==> src/hdl/fctl_pkg.sv <==
`default_nettype none
// ----------------------------------------------------------------------------
// fctl_pkg
// types, codes and helpers shared by the flux limiter controller and datapath
// ----------------------------------------------------------------------------
package fctl_pkg;

   localparam int unsigned CELLS     = 1024;
   localparam int unsigned CELL_W    = $clog2(CELLS);
   localparam int unsigned DIV_STEPS = 16;
   localparam logic [16:0] ONE_Q16   = 17'd65536;

   typedef enum logic [1:0] {
      OP_LOAD    = 2'd0,
      OP_ACC     = 2'd1,
      OP_COMPUTE = 2'd2,
      OP_CORRECT = 2'd3
   } op_type;

   typedef enum logic [1:0] {
      MUL_VU    = 2'd0,
      MUL_VBL   = 2'd1,
      MUL_VBH   = 2'd2,
      MUL_ALPHA = 2'd3
   } mul_sel_type;

   typedef struct packed {
      logic [1:0]         operation;
      logic [9:0]         cell_a;
      logic [9:0]         cell_b;
      logic               two_cells;
      logic signed [31:0] flux_low_order;
      logic signed [31:0] flux_high_order;
      logic [31:0]        volume_old;
      logic [31:0]        volume_new;
      logic signed [31:0] cell_value;
      logic signed [31:0] bound_low;
      logic signed [31:0] bound_high;
   } req_type;

   typedef struct packed {
      logic signed [31:0] corrected_flux;
      logic [16:0]        limiter_alpha;
   } rsp_type;

   typedef struct packed {
      logic              load_item;
      logic              sel_b;
      logic              sel_cnt;
      logic [CELL_W-1:0] cnt;
      logic              wr_params;
      logic              wr_sums;
      logic              sum_clear;
      logic              wr_lim;
      logic              lim_clear;
      mul_sel_type       mul_sel;
      logic              base_en;
      logic              nlo_en;
      logic              nhi_en;
      logic              div_setup;
      logic              div_neg;
      logic              div_step;
      logic              rn_en;
      logic              lima_en;
      logic              alpha_en;
      logic              rsp_load;
   } cmd_type;

   typedef struct packed {
      op_type operation;
      logic   two_cells;
      logic   rsp_full;
   } status_type;

   // saturate to the signed 48-bit range
   function automatic logic [47:0] sat48(input logic signed [49:0] x);
      logic [47:0] r;
      if (x > 50'sh0_7FFF_FFFF_FFFF) r = 48'h7FFF_FFFF_FFFF;
      else if (x < -50'sh0_8000_0000_0000) r = 48'h8000_0000_0000;
      else r = x[47:0];
      return r;
   endfunction

endpackage
`default_nettype wire

==> src/hdl/fctl_ctrl.sv <==
`default_nettype none
// ----------------------------------------------------------------------------
// fctl_ctrl
// sequencer for load, accumulate, compute walk, correct and reset clearing
// ----------------------------------------------------------------------------
module fctl_ctrl import fctl_pkg::*; (
   input  wire logic       clock,
   input  wire logic       reset,
   input  wire logic       req_valid,
   output logic            req_ready,
   input  wire status_type status,
   input  wire logic       rsp_ready,
   output cmd_type         cmd
);

   typedef enum logic [4:0] {
      ST_CLEAR, ST_IDLE, ST_LOAD, ST_ACC_RD, ST_ACC_WR,
      ST_CMP_RD, ST_CMP_M0, ST_CMP_M1, ST_CMP_M2, ST_CMP_M3,
      ST_CMP_NS, ST_CMP_ND, ST_CMP_PS, ST_CMP_PD, ST_CMP_WR,
      ST_COR_RA, ST_COR_RB, ST_COR_M, ST_COR_P, ST_COR_OUT
   } state_type;

   localparam logic [CELL_W-1:0] LAST_CELL = CELL_W'(CELLS - 1);
   localparam logic [3:0]        LAST_STEP = 4'(DIV_STEPS - 1);

   state_type         state_ff;
   logic [CELL_W-1:0] cnt_ff;
   logic [3:0]        step_ff;
   logic              side_ff;
   logic              accept;

   assign req_ready = (state_ff == ST_IDLE);
   assign accept    = req_valid && req_ready;

   always_ff @(posedge clock) begin
      if (reset) begin
         state_ff <= ST_CLEAR;
         cnt_ff   <= '0;
         step_ff  <= '0;
         side_ff  <= 1'b0;
      end else begin
         case (state_ff)
            ST_CLEAR: begin
               cnt_ff <= cnt_ff + 1'b1;
               if (cnt_ff == LAST_CELL) state_ff <= ST_IDLE;
            end
            ST_IDLE: begin
               if (accept) begin
                  side_ff  <= 1'b0;
                  cnt_ff   <= '0;
                  state_ff <= ST_LOAD;
               end
            end
            ST_LOAD: begin
               // item now registered: dispatch on its code
               case (status.operation)
                  OP_LOAD:    state_ff <= ST_IDLE;
                  OP_ACC:     state_ff <= ST_ACC_RD;
                  OP_COMPUTE: state_ff <= ST_CMP_RD;
                  OP_CORRECT: state_ff <= ST_COR_RA;
                  default:    state_ff <= ST_IDLE;
               endcase
            end
            ST_ACC_RD: state_ff <= ST_ACC_WR;
            ST_ACC_WR: begin
               if (!side_ff && status.two_cells) begin
                  side_ff  <= 1'b1;
                  state_ff <= ST_ACC_RD;
               end else begin
                  state_ff <= ST_IDLE;
               end
            end
            ST_CMP_RD: state_ff <= ST_CMP_M0;
            ST_CMP_M0: state_ff <= ST_CMP_M1;
            ST_CMP_M1: state_ff <= ST_CMP_M2;
            ST_CMP_M2: state_ff <= ST_CMP_M3;
            ST_CMP_M3: state_ff <= ST_CMP_NS;
            ST_CMP_NS: begin
               step_ff  <= '0;
               state_ff <= ST_CMP_ND;
            end
            ST_CMP_ND: begin
               step_ff <= step_ff + 1'b1;
               if (step_ff == LAST_STEP) state_ff <= ST_CMP_PS;
            end
            ST_CMP_PS: begin
               step_ff  <= '0;
               state_ff <= ST_CMP_PD;
            end
            ST_CMP_PD: begin
               step_ff <= step_ff + 1'b1;
               if (step_ff == LAST_STEP) state_ff <= ST_CMP_WR;
            end
            ST_CMP_WR: begin
               cnt_ff <= cnt_ff + 1'b1;
               state_ff <= (cnt_ff == LAST_CELL) ? ST_IDLE : ST_CMP_RD;
            end
            ST_COR_RA: state_ff <= ST_COR_RB;
            ST_COR_RB: state_ff <= ST_COR_M;
            ST_COR_M:  state_ff <= ST_COR_P;
            ST_COR_P:  state_ff <= ST_COR_OUT;
            ST_COR_OUT: begin
               if (!status.rsp_full || rsp_ready) state_ff <= ST_IDLE;
            end
            default: state_ff <= ST_IDLE;
         endcase
      end
   end

   always_comb begin
      cmd           = '0;
      cmd.mul_sel   = MUL_ALPHA;
      cmd.cnt       = cnt_ff;
      cmd.load_item = accept;
      cmd.sel_b     = side_ff;
      case (state_ff)
         ST_CLEAR: begin
            cmd.sel_cnt   = 1'b1;
            cmd.wr_sums   = 1'b1;
            cmd.sum_clear = 1'b1;
            cmd.wr_lim    = 1'b1;
            cmd.lim_clear = 1'b1;
         end
         ST_LOAD:   cmd.wr_params = (status.operation == OP_LOAD);
         ST_ACC_WR: cmd.wr_sums = 1'b1;
         ST_CMP_RD: cmd.sel_cnt = 1'b1;
         ST_CMP_M0: begin
            cmd.sel_cnt = 1'b1;
            cmd.mul_sel = MUL_VU;
         end
         ST_CMP_M1: begin
            cmd.sel_cnt = 1'b1;
            cmd.mul_sel = MUL_VBL;
            cmd.base_en = 1'b1;
         end
         ST_CMP_M2: begin
            cmd.sel_cnt = 1'b1;
            cmd.mul_sel = MUL_VBH;
            cmd.nlo_en  = 1'b1;
         end
         ST_CMP_M3: begin
            cmd.sel_cnt = 1'b1;
            cmd.nhi_en  = 1'b1;
         end
         ST_CMP_NS: begin
            cmd.sel_cnt   = 1'b1;
            cmd.div_setup = 1'b1;
            cmd.div_neg   = 1'b1;
         end
         ST_CMP_ND, ST_CMP_PD: begin
            cmd.sel_cnt  = 1'b1;
            cmd.div_step = 1'b1;
         end
         ST_CMP_PS: begin
            cmd.sel_cnt   = 1'b1;
            cmd.rn_en     = 1'b1;
            cmd.div_setup = 1'b1;
         end
         ST_CMP_WR: begin
            cmd.sel_cnt   = 1'b1;
            cmd.wr_sums   = 1'b1;
            cmd.sum_clear = 1'b1;
            cmd.wr_lim    = 1'b1;
         end
         ST_COR_RA: cmd.sel_b = 1'b0;
         ST_COR_RB: begin
            cmd.sel_b   = 1'b1;
            cmd.lima_en = 1'b1;
         end
         ST_COR_M: begin
            cmd.sel_b    = 1'b1;
            cmd.alpha_en = 1'b1;
         end
         ST_COR_OUT: cmd.rsp_load = !status.rsp_full || rsp_ready;
         default: ;
      endcase
   end

endmodule
`default_nettype wire

==> config.mk <==
export PLATFORM = sky130hd
export DESIGN_NAME = fctl_ctrl
export DESIGN_NICKNAME = d
export VERILOG_FILES = /design/src/hdl/fctl_pkg.sv /design/src/hdl/fctl_ctrl.sv
export SDC_FILE = /design/constraint.sdc
export NUM_CORES = 1
export LEC_CHECK = 0
export BUFFER_PORTS_ARGS = -buffer_cell sky130_fd_sc_hd__buf_4
export CAP_MARGIN = 15
export CORE_MARGIN = 2
export CORE_UTILIZATION = 25
export DETAILED_ROUTE_END_ITERATION = 10
export PLACE_DENSITY = 0.42
export RECOVER_POWER = 25
export SYNTH_ARGS = -nofsm -noshare
export SYNTH_HDL_FRONTEND = slang
export SYNTH_SLANG_ARGS = --single-unit
==> constraint.sdc <==
create_clock -name clock -period 5.2 [get_ports clock]
set_input_delay 1.04 -clock clock [delete_from_list [all_inputs] [get_ports clock]]
set_output_delay 1.04 -clock clock [all_outputs]
set_load 0.005 [all_outputs]
== Yosys cells after proc, flatten, opt, wreduce, memory -nomap -nowiden ==
Cells that the tools add are included.

* Bits in registers: 20
* Output and inout bits: 31
* Word-level logic and storage cells: 87

* Add/sub/neg operators: 2
* Equality and inequality tests: 30
* Muxes and demuxes: 32
* Reductions and logical operators: 19

{| class="wikitable"
|+ Operator list
! cell !! number
|-
| one-hot mux 5 bit (20 select lines) || 1
|-
| equality test 5 x 4 -> 1 bit, second input constant || 8
|-
| two-way mux 5 bit || 5
|-
| equality test 5 x 3 -> 1 bit, second input constant || 4
|-
| equality test 5 bit, second input constant || 4
|-
| one-hot mux 10 bit (2 select lines) || 1
|-
| one-hot mux 5 bit (4 select lines) || 1
|-
| two-way mux 1 bit || 16
|-
| OR reduction 11 bit || 1
|-
| adder 10 x 1 -> 10 bit, second input constant || 1
|-
| equality test 10 bit, second input constant || 1
|-
| equality test 5 x 2 -> 1 bit, second input constant || 2
|-
| two-way mux 10 bit || 1
|-
| inequality test 2 bit, second input constant || 5
|-
| one-hot mux 4 bit (2 select lines) || 1
|-
| OR reduction 2 bit || 4
|-
| one-hot mux 2 bit (3 select lines) || 1
|-
| nonzero test 2 bit || 3
|-
| equality test 5 x 1 -> 1 bit, second input constant || 1
|-
| zero test 5 bit || 1
|-
| AND reduction 5 bit || 1
|-
| adder 4 x 1 -> 4 bit, second input constant || 1
|-
| equality test 2 bit, second input constant || 2
|-
| equality test 4 bit, second input constant || 1
|-
| 12 further kinds || 16
|}

== Longest topological paths before layout ==
* Depth in word-level cells: 4
* Gate-level depth with buffers: 7

== Worst setup path before layout ==
No wires, ideal clock.

* Kind: input to output
* Start: input port status[2] in the netlist's numbering
* End: output port cmd[16] in the netlist's numbering
* Cell stages on the path: 2
* Slack: 2605 ps
* Arrival: 1555 ps
* Path buffers: 0
* Data required time: 4160 ps
* Path through: or3_1 nor4_1

{| class="wikitable"
|+ RTL lines
! what !! line !! source
|-
| start, declared || fctl_ctrl.sv:11 || <nowiki>input wire status_type status,</nowiki>
|-
| end, declared || fctl_ctrl.sv:13 || <nowiki>output cmd_type cmd</nowiki>
|}

==> results.sh <==
export IMPL_status="finished, final reports clean"
export IMPL_ir_drop_mv=0.0765
export IMPL_cp_cell_sequence="clkinv_1 > or3_1 > nor3_1 > buf_4"
export IMPL_finalClockSkew_ps=3.95
export IMPL_synth_edf_count=0
export IMPL_dieArea_um2=6560
export IMPL_num_rows=28
export IMPL_grt_pass1_vias=1419
export IMPL_drt_initial_drc_count=136
export IMPL_switching_share=0.227
export IMPL_slowest_stage="dfxtp_1"
export IMPL_num_vias=1552
export IMPL_switchingPower_mw=0.0683
export IMPL_antenna_found_initial=0
export IMPL_globalRouteTotalUtil=0.136
export IMPL_worst_ep_required_time_ps=4160
export IMPL_critical_path_top_delay_family="flip-flops"
export IMPL_clkLatencyLatePin_ps=260
export IMPL_min_path_type="flip-flop to flip-flop"
export IMPL_setup_violations=0
export IMPL_pwr_share_comb=0.063
export IMPL_synth_area_um2=1480
export IMPL_synthTopCellsByArea="dfxtp_1 (27%), nor3_1 (4.1%), nor2_1 (4.1%), nand3_1 (3.4%), nand2_1 (3.3%)"
export IMPL_ys_flop_type="dfxtp_1"
export IMPL_tightest_slew_ps=1110
export IMPL_htreeDepth=1
export IMPL_pwr_share_clk=0.412
export IMPL_portBuffers=38
export IMPL_cts_hold_buf=0
export IMPL_dieHeight_um=81.0
export IMPL_final_hold_viol_count=0
export IMPL_p_seq_frac=0.526
export IMPL_ant_nets=0
export IMPL_maxCapViolations=0
export IMPL_ys_ff_latch=20
export IMPL_syn_avg_cell_area_um2=7.41
export IMPL_arrival_ps=2510
export IMPL_pin_count=39
export IMPL_grt_ovfl_total=0
export IMPL_areaGrowthSynthToFinish_pct=23.6
export IMPL_dr_pass1_iters=4
export IMPL_rsz0062_at_grt="no"
export IMPL_dpl_hpwl_um=3090
export IMPL_ys_seq_area_frac=0.270
export IMPL_setup_tns_ps=0
export IMPL_routed_wl_um=4410
export IMPL_p_per_area_nw_per_um2=164
export IMPL_relSlewSlack=0.257
export IMPL_p_leak_nw=0.692
export IMPL_finalCriticalPeriod_ps=3550
export IMPL_layout_commonest_cell="buf_4"
export IMPL_clkTransAtPathRegs_ps=80
export IMPL_antenna_cells=0
export IMPL_yosysWarnings=0
export IMPL_max_freq_mhz=281
export IMPL_drc=0
export IMPL_cp_buffers_inverters=2
export IMPL_synth_cell_types=51
export IMPL_slowest_delay_ps=910
export IMPL_post_cts_buffers=0
export IMPL_grt_max_degree=29
export IMPL_start_kind="flip-flop"
export IMPL_finalNetCount=236
export IMPL_layout_worst_path_cycle_share=0.683
export IMPL_cts_resized=0
export IMPL_die_w_um=81.0
export IMPL_yosysTopAreaCellShare=0.270
export IMPL_mostFrequentLayoutCells="buf_4 (30), dfxtp_1 (20), nor2_1 (16)"
export IMPL_gp_routability_congestion=0.742
export IMPL_internal_power_mw=0.232
export IMPL_dpl_instance_area_um2=1780
export IMPL_wl_per_cell_um=14.7
export IMPL_syn_inst=200
export IMPL_cts_sinks=20
export IMPL_cts_root_buf="clkbuf_8"
export IMPL_cts_buffer_depth=2
export IMPL_async_flop_share=0
export IMPL_crit_fanout=28
export IMPL_cp_end_kind="primary output"
export IMPL_cts_tree="built"
export IMPL_routed_via_density=5.17
export IMPL_cts_made_buffers=3
export IMPL_core_area_um2=5820
export IMPL_initial_core_util=0.255
export IMPL_design_area_um2=1830
export IMPL_synth_largest_area_cell="dfxtp_1"
export IMPL_syn_nets=210
export IMPL_criticalPathCategory="flip-flop to primary output"
export IMPL_fillers=660
export IMPL_drive_gt1_frac=0.222
export IMPL_slew_violations=0
export IMPL_grt_pass1_wl_um=7100
==> final timing paths <==
check,startpoint,to,slack (ps),cells after the start
setup reg to reg,state_ff[4],cnt_ff[9],2750,4
hold / removal,step_ff[1],step_ff[1],480,2
hold reg to reg,step_ff[1],step_ff[1],480,2
setup / recovery,state_ff[4],cmd[2],1650,4
==> worst min-delay path, cell delays in order (launching register included) <==
cell     delay, ps
dfxtp_1        330
nand2_1         60
a21oi_1         50
==> kinds of logic after synthesis <==
group           after synthesis  synth area share
compound gates               50             0.235
xor+xnor                      1           0.00591
fa+ha+maj                     2            0.0169
buf+inv                      24            0.0768
flops                        20             0.270
mux                           3            0.0203
simple gates                100             0.375
==> state kept, by name (all words and copies together) (netlist names) <==
| name | count |
|---|---|
| cnt_ff | 10 |
| side_ff | 1 |
| state_ff | 5 |
| step_ff | 4 |
==> synthesized netlist by cell type (all sizes together) (2+ instances only) <==
master	instances
dfxtp	20
nor2	16
nand2	13
clkbuf	12
nor3	12
nand3	10
a21oi	8
and2	7
buf	6
nand2b	6
o21ai	6
a21boi	5
inv	5
nand3b	5
or2	5
a211oi	4
a22oi	4
o31ai	4
or3	4
or4	4
a31oi	3
and3	3
and4	3
mux2i	3
nand4	3
nor2b	3
nor4	3
a211o	2
ha	2
o21a	2
o22ai	2
==> metal layers <==
layer  track usage  wire (um)  share of wire
met4        0.0356         26         0.0059
met5             0          0              0
met1         0.187       2110           0.48
met3        0.0211        209          0.047
met2         0.221       2060           0.47
==> power groups by stage <==
stage               Clock, mW  Combinational [mW]  Sequential, mW
finish                  0.124              0.0188           0.158
global route            0.134              0.0208           0.159
CTS                     0.130              0.0192           0.158
detailed placement          0              0.0191           0.162
global placement            0              0.0193           0.162
floorplan                   0             0.00838           0.161
==> layout make-up <==
class / count / area [um^2] / area share
well taps: 75 / 93.8 / 0.0512
flip-flops and latches: 20 / 400 / 0.218
inverters: 6 / 22.5 / 0.0123
repair buffers: 39 / 293 / 0.160
multi-input cells: 156 / 968 / 0.528
clock buffers: 4 / 55.1 / 0.0300
==> metrics by stage <==
stage	utilization	setup slack, ps	total power, mW	instances	hold WS (ps)
floorplan	-	2600	0.169	200	449
global placement	0.306	2010	0.181	296	474
detailed placement	0.306	1980	0.181	296	474
CTS	0.315	1680	0.307	300	485
global route	0.315	1490	0.313	300	517
finish	0.315	1650	0.301	300	483
Note: power is estimated with default switching activity, not from simulation.
